## config.mk

```make
export PLATFORM = sky130hd
export DESIGN_NAME = led_blink_pattern_sequencer_unit
export DESIGN_NICKNAME = d
export VERILOG_FILES = /design/src/rtl/lbps_pkg.sv /design/src/rtl/led_blink_pattern_sequencer_unit.sv /design/src/rtl/lbps_cfg_regs.sv /design/src/rtl/lbps_core.sv
export SDC_FILE = /design/constraint.sdc
export NUM_CORES = 1
export LEC_CHECK = 0
export BUFFER_PORTS_ARGS = -buffer_cell sky130_fd_sc_hd__buf_2
export CORE_MARGIN = 5
export CORE_UTILIZATION = 50
export CTS_CLUSTER_DIAMETER = 40
export DETAILED_ROUTE_END_ITERATION = 10
export PLACE_DENSITY = 0.65
export SETUP_SLACK_MARGIN = 0.1
export SLEW_MARGIN = 20
export SYNTH_ARGS = -nofsm -noshare
export SYNTH_HDL_FRONTEND = slang
export SYNTH_SLANG_ARGS = --single-unit
```

## constraint.sdc

```tcl
create_clock -name i_clk -period 10.9 [get_ports i_clk]
set_input_delay 1.09 -clock i_clk [delete_from_list [all_inputs] [get_ports i_clk]]
set_output_delay 1.09 -clock i_clk [all_outputs]
set_load 0.05 [all_outputs]
```

## src/rtl/lbps_pkg.sv

```systemverilog
// Shared types and constants for the LED blink pattern sequencer.
// Used by lbps_cfg_regs, lbps_core and led_blink_pattern_sequencer_unit.
`default_nettype none

package lbps_pkg;

    // Pattern geometry.
    localparam int MAX_STEPS = 4;
    localparam int TIME_REGS = 4;
    localparam int EFF_LIMIT = (MAX_STEPS < TIME_REGS) ? MAX_STEPS : TIME_REGS;

    // Field widths.
    localparam int STEP_TIME_W = 16;
    localparam int STEP_CNT_W  = 3;
    localparam int REPEAT_W    = 16;
    localparam int TICK_MS_W   = 10;
    localparam int TICKS_W     = 17;
    localparam int POS_W       = 2;
    localparam int ELAPSED_W   = TICKS_W + TICK_MS_W;

    localparam int CFG_IDX_W  = 3;
    localparam int CFG_DATA_W = 16;
    localparam int S_TDATA_W  = 8;
    localparam int M_TDATA_W  = 8;

    localparam logic [TICK_MS_W-1:0] TICK_MS_RESET = TICK_MS_W'(10);
    localparam logic [TICKS_W-1:0]   TICKS_MAX     = '1;

    // Configuration register indexes.
    typedef enum logic [CFG_IDX_W-1:0] {
        REG_STEP_TIME_0 = 3'd0,
        REG_STEP_TIME_1 = 3'd1,
        REG_STEP_TIME_2 = 3'd2,
        REG_STEP_TIME_3 = 3'd3,
        REG_STEP_COUNT  = 3'd4,
        REG_REPEAT      = 3'd5,
        REG_TICK_MS     = 3'd6
    } t_cfg_reg;

    typedef struct packed {
        logic [TIME_REGS-1:0][STEP_TIME_W-1:0] step_time;
        logic [STEP_CNT_W-1:0]                 step_count;
        logic [TICK_MS_W-1:0]                  tick_ms;
    } t_cfg;

    typedef struct packed {
        logic                load;
        logic [REPEAT_W-1:0] value;
    } t_rep_load;

    typedef struct packed {
        logic running;
        logic finished;
        logic led_on;
    } t_result;

endpackage

`default_nettype wire

```

## src/rtl/led_blink_pattern_sequencer_unit.sv

```systemverilog
// Top level of the LED blink pattern sequencer: stream ports, input and output registers.
// Depends on lbps_pkg, lbps_cfg_regs and lbps_core.
`default_nettype none

// How the block is used:
// Each word on the slave stream (i_s_tvalid/o_s_tready/i_s_tdata) is one tick
// of tick_ms milliseconds; bit 0 of the word is the tick flag. For every word
// taken the block returns exactly one word on the master stream
// (o_m_tvalid/i_m_tready/o_m_tdata) carrying the LED level after that tick,
// a one-shot finished flag raised on the tick the repeat count runs out, and
// a running flag that tells whether the pattern is still playing.
// A word accepted is held in the input register, processed by the combinational
// core, and its result is loaded into the output register once that register is
// free. One word can be accepted in every cycle while the receiver keeps up, and
// the pattern state is updated by a single compare against a 17x10 bit product.
// When the receiver stalls, the finished word waits in the output register
// and one further word is held in the input register; after that o_s_tready
// drops until the output register is drained.
// Reset is synchronous and active low. It clears the pattern state, all step
// times, the step count and the remaining repeat count, and sets tick_ms to 10.
// The configuration port is a plain write port (i_cfg_we, i_cfg_idx, i_cfg_wdata);
// the user must write it only while the block is idle, which the block itself does not
// enforce. A write to the repeat register also reloads the remaining repeat count.

module led_blink_pattern_sequencer_unit (
    input  wire logic                            i_clk,
    input  wire logic                            i_rst_n,
    // Slave stream: bit 0 tick, bits 7:1 zero.
    input  wire logic                            i_s_tvalid,
    output logic                                 o_s_tready,
    input  wire logic [lbps_pkg::S_TDATA_W-1:0]  i_s_tdata,
    // Master stream: bit 0 led_on, bit 1 finished, bit 2 running, bits 7:3 zero.
    output logic                                 o_m_tvalid,
    input  wire logic                            i_m_tready,
    output logic [lbps_pkg::M_TDATA_W-1:0]       o_m_tdata,
    // Configuration write port.
    input  wire logic                            i_cfg_we,
    input  wire logic [lbps_pkg::CFG_IDX_W-1:0]  i_cfg_idx,
    input  wire logic [lbps_pkg::CFG_DATA_W-1:0] i_cfg_wdata
);
    import lbps_pkg::*;

    t_cfg      cfg;
    t_rep_load rep_load;
    t_result   result;

    logic    r_in_valid;
    logic    r_in_tick;
    logic    r_out_valid;
    t_result r_out;

    logic out_free;
    logic step;
    logic s_accept;

    // The output register is free when empty or being read this cycle.
    assign out_free   = !r_out_valid || i_m_tready;
    assign o_s_tready = !r_in_valid || out_free;
    assign s_accept   = i_s_tvalid && o_s_tready;
    assign step       = r_in_valid && out_free;

    lbps_cfg_regs u_cfg_regs (
        .i_clk       (i_clk),
        .i_rst_n     (i_rst_n),
        .i_cfg_we    (i_cfg_we),
        .i_cfg_idx   (i_cfg_idx),
        .i_cfg_wdata (i_cfg_wdata),
        .o_cfg       (cfg),
        .o_rep_load  (rep_load)
    );

    lbps_core u_core (
        .i_clk      (i_clk),
        .i_rst_n    (i_rst_n),
        .i_cfg      (cfg),
        .i_rep_load (rep_load),
        .i_step     (step),
        .i_tick     (r_in_tick),
        .o_result   (result)
    );

    // Input register.
    always_ff @(posedge i_clk) begin
        if (!i_rst_n) begin
            r_in_valid <= 1'b0;
        end else if (s_accept) begin
            r_in_valid <= 1'b1;
        end else if (out_free) begin
            r_in_valid <= 1'b0;
        end
    end

    always_ff @(posedge i_clk) begin
        if (s_accept) begin
            r_in_tick <= i_s_tdata[0];
        end
    end

    // Result register.
    always_ff @(posedge i_clk) begin
        if (!i_rst_n) begin
            r_out_valid <= 1'b0;
        end else if (step) begin
            r_out_valid <= 1'b1;
        end else if (i_m_tready) begin
            r_out_valid <= 1'b0;
        end
    end

    always_ff @(posedge i_clk) begin
        if (step) begin
            r_out <= result;
        end
    end

    assign o_m_tvalid = r_out_valid;
    assign o_m_tdata  = {(M_TDATA_W-3)'(0), r_out.running, r_out.finished, r_out.led_on};

endmodule

`default_nettype wire

```

## src/rtl/lbps_cfg_regs.sv

```systemverilog
// Configuration register file of the LED blink pattern sequencer.
// Depends on lbps_pkg for register indexes and the configuration struct.
`default_nettype none

module lbps_cfg_regs (
    input  wire logic                           i_clk,
    input  wire logic                           i_rst_n,
    input  wire logic                           i_cfg_we,
    input  wire logic [lbps_pkg::CFG_IDX_W-1:0] i_cfg_idx,
    input  wire logic [lbps_pkg::CFG_DATA_W-1:0] i_cfg_wdata,
    output lbps_pkg::t_cfg                      o_cfg,
    output lbps_pkg::t_rep_load                 o_rep_load
);
    import lbps_pkg::*;

    t_cfg r_cfg;

    always_ff @(posedge i_clk) begin
        if (!i_rst_n) begin
            r_cfg.step_time  <= '0;
            r_cfg.step_count <= '0;
            r_cfg.tick_ms    <= TICK_MS_RESET;
        end else if (i_cfg_we) begin
            case (t_cfg_reg'(i_cfg_idx))
                REG_STEP_TIME_0: r_cfg.step_time[0] <= i_cfg_wdata[STEP_TIME_W-1:0];
                REG_STEP_TIME_1: r_cfg.step_time[1] <= i_cfg_wdata[STEP_TIME_W-1:0];
                REG_STEP_TIME_2: r_cfg.step_time[2] <= i_cfg_wdata[STEP_TIME_W-1:0];
                REG_STEP_TIME_3: r_cfg.step_time[3] <= i_cfg_wdata[STEP_TIME_W-1:0];
                REG_STEP_COUNT:  r_cfg.step_count   <= i_cfg_wdata[STEP_CNT_W-1:0];
                REG_TICK_MS:     r_cfg.tick_ms      <= i_cfg_wdata[TICK_MS_W-1:0];
                default: ;
            endcase
        end
    end

    // The repeat register is never read back; a write only reloads the
    // remaining count held in the core.
    always_comb begin
        o_rep_load.load  = i_cfg_we && (t_cfg_reg'(i_cfg_idx) == REG_REPEAT);
        o_rep_load.value = i_cfg_wdata[REPEAT_W-1:0];
    end

    assign o_cfg = r_cfg;

endmodule

`default_nettype wire

```

## src/rtl/lbps_core.sv

```systemverilog
// Pattern state and per-tick update of the LED blink pattern sequencer.
// Depends on lbps_pkg for widths, the configuration struct and the result struct.
`default_nettype none

module lbps_core (
    input  wire logic                i_clk,
    input  wire logic                i_rst_n,
    input  wire lbps_pkg::t_cfg      i_cfg,
    input  wire lbps_pkg::t_rep_load i_rep_load,
    input  wire logic                i_step,
    input  wire logic                i_tick,
    output lbps_pkg::t_result        o_result
);
    import lbps_pkg::*;

    logic [TICKS_W-1:0]  r_ticks,  n_ticks;
    logic [POS_W-1:0]    r_pos,    n_pos;
    logic [REPEAT_W-1:0] r_remain, n_remain;
    logic                r_led,    n_led;

    logic [STEP_CNT_W-1:0] eff_steps;
    logic                  active;
    logic [TICKS_W-1:0]    ticks_inc;
    logic [ELAPSED_W-1:0]  elapsed;
    logic [POS_W:0]        pos_inc;
    logic                  fin;

    always_comb begin
        // Step count clipped to the number of steps the pattern supports.
        if (i_cfg.step_count > STEP_CNT_W'(EFF_LIMIT)) begin
            eff_steps = STEP_CNT_W'(EFF_LIMIT);
        end else begin
            eff_steps = i_cfg.step_count;
        end
        active = (r_remain != '0) && (eff_steps != '0);

        ticks_inc = (r_ticks != TICKS_MAX) ? r_ticks + TICKS_W'(1) : r_ticks;
        elapsed   = ELAPSED_W'(ticks_inc) * ELAPSED_W'(i_cfg.tick_ms);
        pos_inc   = {1'b0, r_pos} + (POS_W+1)'(1);

        n_ticks  = r_ticks;
        n_pos    = r_pos;
        n_remain = r_remain;
        n_led    = r_led;
        fin      = 1'b0;

        if (i_tick && active) begin
            if (elapsed <= ELAPSED_W'(i_cfg.step_time[r_pos])) begin
                // Even steps light the LED, odd steps darken it.
                n_ticks = ticks_inc;
                n_led   = ~r_pos[0];
            end else begin
                // Step change: the LED keeps its level.
                n_ticks = '0;
                if (STEP_CNT_W'(pos_inc) >= eff_steps) begin
                    n_pos = '0;
                    if (r_remain != '0 && !r_remain[REPEAT_W-1]) begin
                        n_remain = r_remain - REPEAT_W'(1);
                        fin      = (r_remain == REPEAT_W'(1));
                    end
                end else begin
                    n_pos = pos_inc[POS_W-1:0];
                end
            end
        end

        o_result.led_on   = n_led;
        o_result.finished = fin;
        o_result.running  = (n_remain != '0) && (eff_steps != '0);
    end

    always_ff @(posedge i_clk) begin
        if (!i_rst_n) begin
            r_ticks  <= '0;
            r_pos    <= '0;
            r_remain <= '0;
            r_led    <= 1'b0;
        end else begin
            if (i_step) begin
                r_ticks <= n_ticks;
                r_pos   <= n_pos;
                r_led   <= n_led;
            end
            if (i_rep_load.load) begin
                r_remain <= i_rep_load.value;
            end else if (i_step) begin
                r_remain <= n_remain;
            end
        end
    end

endmodule

`default_nettype wire

```

# Word-level counts from Yosys, hierarchy flattened
# Index checks and enable logic that the tools add are counted.
dict set report op_classes {
  n_addsub 3
  bitwise_logic 5
  n_mul 1
  magnitude_cmp 4
  n_mux 18
  n_reduce_logical 28
  eq_ne 8
}
# operator n
set ops {}
lappend ops {{2-to-1 mux 16 bit} 7}
lappend ops {{2-to-1 mux 17 bit} 2}
lappend ops {{binary-select mux 16 bit (select 2 bit)} 1}
lappend ops {{nonzero test 16 bit} 2}
lappend ops {{less-or-equal comparator 27 x 16 -> 1 bit} 1}
lappend ops {{multiplier 17 x 10 -> 27 bit} 1}
lappend ops {{adder 17 x 1 -> 17 bit (second input constant)} 1}
lappend ops {{inequality test 17 bit (second input constant)} 1}
lappend ops {{equality test 16 x 1 -> 1 bit (second input constant)} 1}
lappend ops {{subtractor 16 x 1 -> 16 bit (second input constant)} 1}
lappend ops {{AND reduction 2 bit} 7}
lappend ops {{equality test 3 bit (second input constant)} 3}
lappend ops {{logical AND 1 bit} 7}
lappend ops {{equality test 3 x 2 -> 1 bit (second input constant)} 2}
lappend ops {{2-to-1 mux 1 bit} 6}
lappend ops {{nonzero test 2 bit} 3}
lappend ops {{NOT 1 bit} 5}
lappend ops {{OR reduction 4 bit} 1}
lappend ops {{adder 2 x 1 -> 3 bit (second input constant)} 1}
lappend ops {{equality test 3 x 1 -> 1 bit (second input constant)} 1}
lappend ops {{>= comparator 3 bit} 1}
lappend ops {{> comparator 3 bit (second input constant)} 1}
lappend ops {{logical NOT 1 bit} 3}
lappend ops {{logical NOT 3 bit} 1}
lappend ops {{6 further kinds} 7}
dict set report word_totals {
  out_inout_bits 10
  reg_bits 119
}

# Depth between registers and ports, before layout
# Gate-level depths: netlist of the first run.
dict set report logic_depth {
  depth_word 8
  depth_mapped 39
  mapped_depth_nobuf 35
}

# Modules after synthesis
# From an unflattened synthesis of the first run, not the netlist that was laid out.
dict set report unflattened {
  cells_unflattened 1361
  hier_area_um2 11932.7
}
# module instances area_each_um2 cells_per_inst
set by_module_without_submodules {}
lappend by_module_without_submodules {lbps_core 1 8675.8 1049}
lappend by_module_without_submodules {lbps_cfg_regs 1 2991.6 293}
lappend by_module_without_submodules {led_blink_pattern_sequencer_unit 1 265.3 19}

# Least setup slack after synthesis of the first run
# No wires, ideal clock.
dict set report synth_timing {
  path_kind {register to register}
  start {register u_core.r_ticks[0]}
  end {register r_out (netlist bit o_m_tdata[2]) (data pin)}
  arrival_time_ns 8.084
  required_ns 10.628
  n_path_buf 4
  slack_ns 2.544
  synth_period_minus_slack_ns 8.356
  path_stages_with_launch 38
  setup_ns 0.272
  cell_sequence {dfxtp_1 ha_1 and2_1 and4_1 nand3_1 and4_1 clkbuf_1 nand3_1 xnor2_1 clkbuf_1 nand2_1 fa_1 inv_1 fa_1 fa_1 fa_1 inv_1 fa_1 [2 not listed] nand2_1 o21a_1 a21boi_1 o21bai_1 a21oi_1 xnor2_1 ha_1 o21ai_0 nor2_1 a2111oi_0 a221oi_1 nor4_1 and4_1 buf_4 buf_6 a21oi_1 o22ai_1 a41oi_1}
}
# element line_no
set synth_rtl {}
lappend synth_rtl {{start: declaration} lbps_core.sv:16} ;# logic [TICKS_W-1:0] r_ticks, n_ticks;
lappend synth_rtl {{start signal: assignment} lbps_core.sv:80} ;# r_ticks <= n_ticks;
lappend synth_rtl {{end signal: assignment} led_blink_pattern_sequencer_unit.sv:112} ;# r_out <= result;
lappend synth_rtl {{end: declaration} led_blink_pattern_sequencer_unit.sv:50} ;# t_result r_out;

# Worst setup path in the final report of the first run
dict set report layout_timing {
  start {register u_core.r_ticks[0]}
  end {register u_core.r_ticks[8]}
}
dict set report layout_via {
  elab_chain_cells 5
  word_cells_on_any_way 6
}
# element line_no
set layout_rtl {}
lappend layout_rtl {{adder 17 x 1 -> 17 bit or inequality test 17 bit (tied branches)} lbps_core.sv:37} ;# ticks_inc = (r_ticks != TICKS_MAX) ? r_ticks + TICKS_W'(1) : r_ticks;
lappend layout_rtl {{2-to-1 mux 17 bit *} lbps_core.sv:37}
lappend layout_rtl {{multiplier 17 x 10 -> 27 bit} lbps_core.sv:38} ;# elapsed = ELAPSED_W'(ticks_inc) * ELAPSED_W'(i_cfg.tick_ms);
lappend layout_rtl {{less-or-equal comparator 27 x 16 -> 1 bit} lbps_core.sv:48} ;# if (elapsed <= ELAPSED_W'(i_cfg.step_time[r_pos])) begin
lappend layout_rtl {{2-to-1 mux 17 bit *} lbps_core.sv:48}
# Mark *: on every way between the ends. The rest lies on a longest branch, timed or not.
# A chain may end at the register's enable or synchronous reset.

==> impl_results.md, run 1 <==
- Synth area leader: fa_1
- Setup-failing EPs final: 0
- Routed length per instance: around 17 um
- Ys Warns: 0
- XOR/XNOR Fraction of Synth Area: 0.0400
- Post-CTS resize count: 0
- Slew headroom: 0.326
- GP Congestion: approximately 0.98
- Pre-CTS WS: around 1.2 ns
- Ant diodes: 0
- Post-layout util: 0.555
- Status: finished clean
- Crit start category: register
- CP max-delay cell: xor2_1
- GRT met2 Usage: 0.392
- Mapped Area: ~12000 um^2
- Crit share post-route: 0.892
- DR pass1 iterations: 7
- Final net count: 1646
- Main combinational cell family by area after synthesis: adder cells
- Met3 Usage GRT: 0.0309
- DP Area: 12000 um^2
- # port buffers: 29
- Num ports: 42
- Vias per Instance: about 5.5
- Die H: 162 um
- Final Cell Area: 12600 um^2
- Critical Path AT: about 10 ns
- Most used cell, CP: fa_1
- Post-synth top flop: dfxtp_1
- Crit path required time: ~11 ns
- P_leak: 5.56 nW
- Most common cell in the synthesized netlist: nand2_1
- Async S/R FF share, synth: 0
- Final Skew: roughly 0.009 ns
- DPL Wire Length: ~21000 um
- Final WS setup: roughly 1.2 ns
- Worst-path clk slew: about 0.06 ns
- RSZ-0062 raised after global routing: no
- Crit path kind: register to register
- CTS root buf: clkbuf_16
- Slew @ Worst Pin: between 1 and 1.5 ns
- Total gr overflow: 0
- First-pass GRT wire length: around 50000 um
- Die W: 162 um
- Yosys top cell area share: 0.203
- Total power: between 1 and 1.5 mW
- Cts hold-fix bufs: 0
- Cell Rows: 55
- Cells after Synth: between 1000 and 1500
- VDD IR-drop max: ~0.12 mV
- Register area share after synthesis: 0.209
- Post-Synth Adder-Cell Area: 0.296
- Pwr per Cell Area: between 90 and 100 nW/um^2
- Largest net degree at the start of global routing: 96
- H-Tree Level Count: 4
- Share of layout cells above drive strength 1: 0.0815
- Final Critical Period: a little under 10 ns
- Die area: approximately 26000 um^2
- CTS tree: done
- Vias: around 9600
- Critical Path End Type: register
- Post-CTS Setup Bufs: 0
- DRT Wirelength: just under 30000 um
- Met1 Use GR: 0.307
- Syn-to-layout area delta: 8.91%
- FMAX: just over 100 MHz
- Slowest stage delay, CP: 0.84 ns
- Clock net sink count: ~120
- Vias in the first global route: 9494
- Syn Area/Cell: slightly above 8 um^2
- Drt drc: 0
- Library cells used by synthesis: 66
- Starting Density: 0.510
- GRT Total Usage: 0.228
- Busiest grt layer: met2
- Compound-Gate Fraction of Synth Area: 0.117
- Post-synthesis mux area share: 0.0355
- Setup TNS: 0 ns
- Worst-skew pair later-pin latency: 0.41 ns
- Synth Area in Simple Gates: 0.229
- Post-route ant nets: 0
- CTS buffer count: 17
- Initial antenna violation count: 0
- CP max FO: 17
- Maximum root-to-sink buffer count: 2
- Min-delay worst type: register to register
- Slew Limit Fails: 0
- 1st-iter DRT viols: around 550
- EDFF count, synth: 4
- Synth top cells by count: 291 x nand2_1, 139 x inv_1, 131 x a21oi_1
- Seq cells post-synth: roughly 120
- Dominant cells by area after synthesis: fa_1 20%, dfxtp_1 20%, nand2_1 9.4%
- Max cap viols: 0
- CORE AREA: ~23000 um^2
- Final Hold Viols: 0
routing by layer:
layer / wire (um) / share of wire
met1: 12800 / 0.44
met2: 14300 / 0.49
met3: 1390 / 0.048
met4: 507 / 0.017
met5: 0 / 0
layout by cell type, fill, tap and decap left out, drive strengths merged, types with 4 or more instances in the layout:
cell      n
a21oi   131
edfxtp    4
nor2     50
nand2b   14
buf      54
nor4     10
mux2i     4
o21a      5
ha       86
and3      8
o211ai    8
nor2b    16
fa      118
o21ai    41
or3       7
mux4     16
dfxtp   115
a21o      6
inv     143
xor2     15
nor3     26
nand4    12
xnor2    38
a211oi   16
conb      5
clkbuf   19
and4      7
and2     80
nand3    32
clkinv    6
nand2   292
per-stage QoR:
stage,std cells,hold WS (ns)
global placement,1704,0.439
detailed placement,1704,0.446
floorplan,1413,0.433
global route,1736,0.467
CTS,1736,0.454
finish,1736,0.452
power breakdown:
group	switching (mW)	leakage [nW]	internal (mW)
registers	0.0110	0.969	0.448
logic	0.0743	4.29	0.0332
clock network	0.210	0.298	0.368
registers in the layout, indices dropped and copies added (netlist names):
| signal | flops |
|---|---|
| o_m_tdata | 3 |
| o_m_tvalid | 1 |
| r_in_tick | 1 |
| r_in_valid | 1 |
| u_cfg_regs.o_cfg | 77 |
| u_core.r_led | 1 |
| u_core.r_pos | 2 |
| u_core.r_remain | 16 |
| u_core.r_ticks | 17 |
path summary, 6_finish.rpt:
check,start,endpoint,slack [ns],cells past startpoint
worst max-delay path,u_core.r_ticks[0]$_SDFFE_PN0P_,u_core.r_ticks[8]$_SDFFE_PN0P_,1.18,32
worst min-delay path,u_cfg_regs.o_cfg[68]$_SDFFE_PN0P_,u_cfg_regs.o_cfg[68]$_SDFFE_PN0P_,0.45,2
worst max register to register,u_core.r_ticks[0]$_SDFFE_PN0P_,u_core.r_ticks[8]$_SDFFE_PN0P_,1.18,32
worst min register to register,u_cfg_regs.o_cfg[68]$_SDFFE_PN0P_,u_cfg_regs.o_cfg[68]$_SDFFE_PN0P_,0.45,2
critical path: cells and delay by family (launching register included):
kind	cells	cell delay, ns
buffers and inverters	4	0.45
AND/OR/NAND/NOR	11	2.62
XOR/XNOR	2	0.99
AO/OA/AOI/OAI	7	1.61
adder cells (fa/ha/maj)	8	3.50
flip-flops	1	0.42
logic make-up (layout without fill, tap and decap cells):
group,count (synthesis),count (layout)
AO/OA/AOI/OAI,232,232
XOR/XNOR,53,53
adder cells (fa/ha/maj),204,204
buffers and inverters,216,226
flip-flops,119,119
multiplexers,21,21
other,1,5
AND/OR/NAND/NOR,563,563
area by class of cell:
cell class | count | area [um^2]
inverters | 140 | 526
fillers | 2119 | 10100
clock buffers | 19 | 443
clock inverters | 13 | 170
flip-flops and latches | 119 | 2420
well taps | 313 | 392
multi-input cells | 1078 | 8360
repair buffers | 54 | 333
No activity file was read; power rests on OpenSTA's default activity.
==> run 2: changes to the inputs <==
--- a/config.mk
+++ b/config.mk
@@ -6,11 +6,14 @@
 export NUM_CORES = 1
 export LEC_CHECK = 0
 export BUFFER_PORTS_ARGS = -buffer_cell sky130_fd_sc_hd__buf_2
+export CELL_PAD_IN_SITES_DETAIL_PLACEMENT = 1
+export CELL_PAD_IN_SITES_GLOBAL_PLACEMENT = 2
 export CORE_MARGIN = 5
-export CORE_UTILIZATION = 50
+export CORE_UTILIZATION = 39
 export CTS_CLUSTER_DIAMETER = 40
 export DETAILED_ROUTE_END_ITERATION = 10
-export PLACE_DENSITY = 0.65
+export MAX_ROUTING_LAYER = met4
+export PLACE_DENSITY = 0.79
 export SETUP_SLACK_MARGIN = 0.1
 export SLEW_MARGIN = 20
 export SYNTH_ARGS = -nofsm -noshare
==> run 2 against run 1 <==
  * Global-route usage shrank 0.58 points
  * Die area increased by 26%
  * Hold slack improved by 0.0011 ns
  * Sequential power is essentially flat
  * Combinational power rose by 5%
  * Critical path depth increased by 2
  * Clock skew is 0.0011 ns higher
==> impl_results.md, run 2 (synthesis gave the netlist of run 1 again) <==
- Reg2reg start: u_core.r_ticks[0]$_SDFFE_PN0P_
- Post-layout util: 0.432 (-0.124)
- CORE AREA: 29500 um^2 (+29%)
- Clock net sink count: 119 (unchanged)
- Slowest stage delay, CP: 0.63 ns (-0.21 ns)
- Die area: 33300 um^2 (+26%)
- Min-delay worst type: register to register
- Final Critical Period: 10.04 ns (+0.322 ns)
- FMAX: 99.6 MHz (-3.2%)
- Met3 WL: 1030 um (-26%)
- Cts hold-fix bufs: 0 (unchanged)
- R2R cell count: 34 (+6.3%)
- FF-to-FF setup slack: 0.86 ns (-0.32 ns)
- CTS tree: done
- Crit path kind: register to register
- Worst Hold Depth: 2 (unchanged)
- Pwr per Cell Area: 87.5 nW/um^2 (-3.3%)
- 1st-iter DRT viols: 371 (-33%)
- Sequential Power Share: 0.412 (+0.011)
- Worst-path clk slew: 0.06 ns (about the same)
- Largest register FFs: 77 (unchanged)
- Commonest non-fill, non-tap cell in the layout: nand2_1
- Hold_sp: u_cfg_regs.o_cfg[35]$_SDFFE_PN0P_
- Clock Power Share: 0.486 (-0.019)
- Vias in the first global route: 10700 (+12%)
- Starting Density: 0.394 (-0.116)
- Vias per Instance: 5.35 (-2.7%)
- DPL Wire Length: 25800 um (+21%)
- Post-route ant nets: 0 (unchanged)
- Setup TNS: 0 ns (unchanged)
- Slew headroom: 0.327 (+0.000441)
- Most used cell, CP: fa_1
- DR WL met2: 17500 um (+22%)
- Largest net degree at the start of global routing: 88 (-8.3%)
- Finished Layout Cells: 1815 (+4.6%)
- P_leak: 5.55 nW (-0.19%)
- Initial antenna violation count: 0 (unchanged)
- Drt drc: 0 (unchanged)
- Crit path required time: 11.24 ns (about the same)
- Critical Path AT: 10.38 ns (+0.33 ns)
- Crit share post-route: 0.921 (+0.0295)
- Most frequent cells in the layout: 291 x nand2_1, 139 x inv_1, 131 x a21oi_1
- Die W: 183 um (+12%)
- CP max FO: 18 (+1)
- Post-CTS resize count: 0 (unchanged)
- Slew Limit Fails: 0 (unchanged)
- Critical Path End Type: register
- GRT Total Usage: 0.222 (-0.00584)
- Setup-failing EPs final: 0 (unchanged)
- Post-CTS Setup Bufs: 0 (unchanged)
- Top Layer Used: met4
- WHS Endpoint: u_cfg_regs.o_cfg[35]$_SDFFE_PN0P_
- Int Power: 810 uW (-4.5%)
- CTS root buf: clkbuf_16
- Reg2reg end: u_core.r_ticks[8]$_SDFFE_PN0P_
- GP Congestion: 0.838 (-14%)
- Final Skew: 0.0102 ns (+0.00113 ns)
- Gate power share: 0.101 (+0.007)
- Vias: 9718 (+1.7%)
- RSZ-0062 raised after global routing: no
- VDD IR-drop max: 0.101 mV (-19%)
- CP max-delay cell: and4_1
- Slew @ Worst Pin: 1.01 ns (-0.00204 ns)
- Switch share: 0.272 (+0.0139)
- H-Tree Level Count: 4 (unchanged)
- Status: finished clean
- Routed length per instance: 18.9 um (+13%)
- Crit start category: register
- CTS buffer count: 17 (unchanged)
- DRT Wirelength: 34400 um (+18%)
- Num ports: 42 (unchanged)
- Maximum root-to-sink buffer count: 2 (unchanged)
- Worst-skew pair later-pin latency: 0.42 ns (about the same)
- DP Area: 12200 um^2 (+1.0%)
- NetSw: 303 uW (+2.6%)
- DR pass1 iterations: 4 (-3)
- Final Cell Area: 12700 um^2 (+0.61%)
- Die H: 183 um (+12%)
- Syn-to-layout area delta: 9.58%
- First-pass GRT wire length: 57400 um (+18%)
- Cell Rows: 63 (+15%)
- Wire length on met1: 15300 um (+19%)
- Total gr overflow: 0 (unchanged)
- Final Hold Viols: 0 (unchanged)
- Final net count: 1648 (+0.12%)
- Max cap viols: 0 (unchanged)
- Placed cells: 1783 (+4.6%)
- Share of layout cells above drive strength 1: 0.0836 (+0.00205)
- # port buffers: 29 (unchanged)
[run 2: power by group through the flow]
| stage | Combinational, mW | Sequential, mW | Clock (mW) |
|---|---|---|---|
| CTS | 0.114 | 0.459 | 0.552 |
| detailed placement | 0.113 | 0.469 | 0 |
| global placement | 0.112 | 0.468 | 0 |
| finish | 0.113 | 0.459 | 0.541 |
| global route | 0.125 | 0.460 | 0.571 |
| floorplan | 0.0756 | 0.465 | 0 |
[run 2: critical path, delay by kind of cell (launching register included)]
family	cells	cell delay [ns]
buffers and inverters	4	0.51
adders and majority gates	8	3.49
AOI/OAI and AO/OA	8	1.86
and+or+nand+nor	12	2.94
DFF	1	0.43
xor gates and xnor gates	2	0.72
[run 2: metal layers]
layer,vias to the layer above,GRT usage
met5,-,-
met4,0,0.0504
met3,42,0.0205
met2,127,0.385
met1,4924,0.281
li1,4625,-
[run 2: worst max path at each step]
stage                                          end  cells after the start                      startpoint
floorplan                   o_m_tdata[2]$_DFFE_PP_                     37  u_core.r_ticks[0]$_SDFFE_PN0P_
global placement    u_core.r_ticks[8]$_SDFFE_PN0P_                     34  u_core.r_ticks[0]$_SDFFE_PN0P_
detailed placement  u_core.r_ticks[8]$_SDFFE_PN0P_                     34  u_core.r_ticks[0]$_SDFFE_PN0P_
CTS                 u_core.r_ticks[8]$_SDFFE_PN0P_                     34  u_core.r_ticks[0]$_SDFFE_PN0P_
global route        u_core.r_ticks[8]$_SDFFE_PN0P_                     34  u_core.r_ticks[0]$_SDFFE_PN0P_
finish              u_core.r_ticks[8]$_SDFFE_PN0P_                     34  u_core.r_ticks[0]$_SDFFE_PN0P_
[run 2: cell type report]
cell class	count	area, um^2
fill	3559	16800
inverter	140	527
antenna	1	2.50
clock buffer	20	467
clock inverter	11	101
timing repair buffer	56	348
multi-input combinational	1078	8370
tap	390	488
sequential	119	2420
[run 2: stage by stage]
| stage | hold slack (ns) | total power, mW | setup slack [ns] |
|---|---|---|---|
| 2_1_floorplan | 0.433 | 0.540 | 2.54 |
| 3_3_place_gp | 0.439 | 0.580 | 1.13 |
| 3_5_place_dp | 0.447 | 0.582 | 0.908 |
| 4_1_cts | 0.455 | 1.12 | 0.854 |
| 5_1_grt | 0.475 | 1.16 | 0.158 |
| 6_report | 0.453 | 1.11 | 0.859 |
==> run 3: changes to the inputs <==
--- a/config.mk
+++ b/config.mk
@@ -9,11 +9,12 @@
 export CELL_PAD_IN_SITES_DETAIL_PLACEMENT = 1
 export CELL_PAD_IN_SITES_GLOBAL_PLACEMENT = 2
 export CORE_MARGIN = 5
-export CORE_UTILIZATION = 39
+export CORE_UTILIZATION = 36
 export CTS_CLUSTER_DIAMETER = 40
+export CTS_CLUSTER_SIZE = 12
 export DETAILED_ROUTE_END_ITERATION = 10
 export MAX_ROUTING_LAYER = met4
-export PLACE_DENSITY = 0.79
+export PLACE_DENSITY = 0.76
 export SETUP_SLACK_MARGIN = 0.1
 export SLEW_MARGIN = 20
 export SYNTH_ARGS = -nofsm -noshare
==> constraint.sdc (replaced) <==
create_clock -name i_clk -period 8.8 [get_ports i_clk]
set_input_delay 0.88 -clock i_clk [delete_from_list [all_inputs] [get_ports i_clk]]
set_output_delay 0.88 -clock i_clk [all_outputs]
set_load 0.05 [all_outputs]
==> run 3 against run 2 <==
  * Die area grew 7.9%
  * First-iteration DRC count is 38% higher
  * Power grew 29%
  * Largest cell class unchanged
  * Largest power group unchanged
==> impl_results.md, run 3 (synthesis gave the netlist of run 1 again) <==
- Finished Layout Cells: 1871 (+3.1%)
- Critical Path AT: 8.45 ns (-1.93 ns)
- Post-layout util: 0.419 (-0.0125)
- Vias: 9830 (+1.2%)
- Most frequent cells in the layout: 291 x nand2_1, 139 x inv_1, 126 x a21oi_1
- Pre-CTS WS: -0.0646 ns (-0.973 ns)
- DPL Wire Length: 26400 um (+2.4%)
- Vias per Instance: 5.25 (-1.9%)
- Commonest non-fill, non-tap cell in the layout: nand2_1
- Total power: 1.43 mW (+29%)
- Max cap viols: 0 (unchanged)
- H-Tree Level Count: 4 (unchanged)
- CP max FO: 23 (+5)
- # port buffers: 29 (unchanged)
- Crit path required time: 8.95 ns (-2.29 ns)
- Largest register FFs: 77 (unchanged)
- Delay-heaviest family, CP: adder cells
- Setup TNS: 0 ns (unchanged)
- Critical Path End Type: register
- Setup-failing EPs final: 0 (unchanged)
- Crit share post-route: 0.943 (+0.0214)
- FF-to-FF setup slack: 0.51 ns (-0.35 ns)
- First-pass GRT wire length: 58100 um (+1.2%)
- Die W: 190 um (+3.9%)
- Syn-to-layout area delta: 14.5%
- Ant diodes: 0 (-1)
- Worst-path clk slew: 0.06 ns (about the same)
- Num ports: 42 (unchanged)
- DRT Wirelength: 35100 um (+2.2%)
- Largest net degree at the start of global routing: 91 (+3.4%)
- Slew Limit Fails: 0 (unchanged)
- GRT Total Usage: 0.209 (-0.0126)
- GP Congestion: 0.807 (-3.7%)
- Vias in the first global route: 10600 (-0.16%)
- Final Skew: 0.00737 ns (-0.00279 ns)
- R2R cell count: 32 (-5.9%)
- RSZ-0062 raised after global routing: no
- VDD IR-drop max: 0.129 mV (+28%)
- Routed length per instance: 18.8 um (-0.90%)
- Hold_sp: u_cfg_regs.o_cfg[33]$_SDFFE_PN0P_
- Status: finished clean
- Final WS setup: 0.505 ns (-0.354 ns)
- Final Critical Period: 8.29 ns (-1.75 ns)
- Reg2reg start: u_core.r_ticks[1]$_SDFFE_PN0P_
- CORE AREA: 31700 um^2 (+7.6%)
- Post-route ant nets: 0 (unchanged)
- Starting Density: 0.366 (-0.0278)
- Total gr overflow: 0 (unchanged)
- CP max-delay cell: fa_1
- CTS tree: done
- Slew headroom: 0.314 (-0.0129)
- Final Hold Viols: 0 (unchanged)
- Slew @ Worst Pin: 1.03 ns (+0.0208 ns)
- P_leak: 5.84 nW (+5.4%)
- Min-delay worst type: register to register
- Drt drc: 0 (unchanged)
- Worst-skew pair later-pin latency: 0.43 ns (about the same)
- Initial antenna violation count: 1 (+1)
- Cell Rows: 65 (+3.2%)
- Worst path bufs/invs: 2 (-2)
- WHS Endpoint: u_cfg_regs.o_cfg[33]$_SDFFE_PN0P_
- Placed cells: 1836 (+3.0%)
- Clock net sink count: 119 (unchanged)
- Pwr per Cell Area: 108 nW/um^2 (+23%)
- DR pass1 iterations: 4 (unchanged)
- Slowest stage delay, CP: 0.56 ns (-0.07 ns)
- Crit path kind: register to register
- FMAX: 121 MHz (+21%)
- Final net count: 1692 (+2.7%)
- Maximum root-to-sink buffer count: 2 (unchanged)
- Most used cell, CP: fa_1
- Die area: 35900 um^2 (+7.9%)
- Worst Hold Depth: 2 (unchanged)
- Crit start category: register
- CTS root buf: clkbuf_16
- Share of layout cells above drive strength 1: 0.130 (+0.0465)
- Die H: 190 um (+3.9%)
- 1st-iter DRT viols: 512 (+38%)
- CTS buffer count: 17 (unchanged)
- Reg2reg end: o_m_tdata[2]$_DFFE_PP_
==> run 3: cell types whose count changed in the layout (fill, tap and decap cells not counted), moves of 3 or more <==
cell / previous run / this run
xnor2_1: 37 / 33
clkbuf_8: 3 / 0
a21oi_1: 131 / 126
inv_6: 0 / 5
buf_4: 27 / 68
clkinv_4: 3 / 0
buf_12: 0 / 3
xnor2_2: 1 / 4
a21oi_2: 0 / 5
==> run 3: final cells by class <==
type | instances | area, um^2
inverters | 140 | 527
clock inverters | 13 | 143
fillers | 3809 | 18400
flip-flops and latches | 119 | 2420
clock buffers | 19 | 433
well taps | 402 | 503
multi-input cells | 1078 | 8550
repair buffers | 100 | 716
==> run 3: worst max-delay path by stage <==
stage	startpoint	cells past startpoint	end	slack, ns
finish	u_core.r_ticks[1]$_SDFFE_PN0P_	32	o_m_tdata[2]$_DFFE_PP_	0.51
global route	u_core.r_ticks[3]$_SDFFE_PN0P_	33	o_m_tdata[2]$_DFFE_PP_	0.06
CTS	u_core.r_ticks[1]$_SDFFE_PN0P_	33	o_m_tdata[2]$_DFFE_PP_	0.11
detailed placement	u_core.r_ticks[1]$_SDFFE_PN0P_	33	o_m_tdata[2]$_DFFE_PP_	-0.06
global placement	u_core.r_ticks[1]$_SDFFE_PN0P_	33	o_m_tdata[2]$_DFFE_PP_	0.16
floorplan	u_core.r_ticks[0]$_SDFFE_PN0P_	37	o_m_tdata[2]$_DFFE_PP_	0.44
==> run 3: metal layers <==
metal / share of wire / GRT usage / wire length (um) / vias up
met5: 0 / - / 0 / -
met4: 0.017 / 0.0548 / 589 / 0
met3: 0.022 / 0.0237 / 777 / 42
met2: 0.50 / 0.356 / 17700 / 119
met1: 0.46 / 0.267 / 16100 / 4955
li1: - / - / - / 4714
==> run 3: per-stage QoR <==
step	area (um^2)	hold WS (ns)
detailed placement	12500	0.446
finish	13300	0.454
global route	13300	0.472
CTS	13100	0.455
floorplan	11600	0.433
global placement	12500	0.440
==> run 3: report_power, final <==
group | total, mW | leakage (nW) | switching (mW) | internal (mW)
Clock | 0.706 | 0.276 | 0.286 | 0.420
Sequential | 0.567 | 0.969 | 0.0131 | 0.554
Combinational | 0.159 | 4.60 | 0.107 | 0.0515
==> run 3: worst reg2reg max path, delay by kind of cell, from the launching register on <==
| kind | cells | cell delay (ns) |
|---|---|---|
| DFF | 1 | 0.35 |
| AOI/OAI and AO/OA | 9 | 1.72 |
| adders and majority gates | 8 | 3.40 |
| buffers and inverters | 2 | 0.32 |
| and+or+nand+nor | 11 | 1.94 |
| xor gates and xnor gates | 2 | 0.29 |
==> run 3: what timing repair did <==
action	CTS	global route
pin swaps	1	20
hold buffers	0	0
setup buffers	0	3
endpoints found under the setup margin	29	39
gates resized for setup	7	29
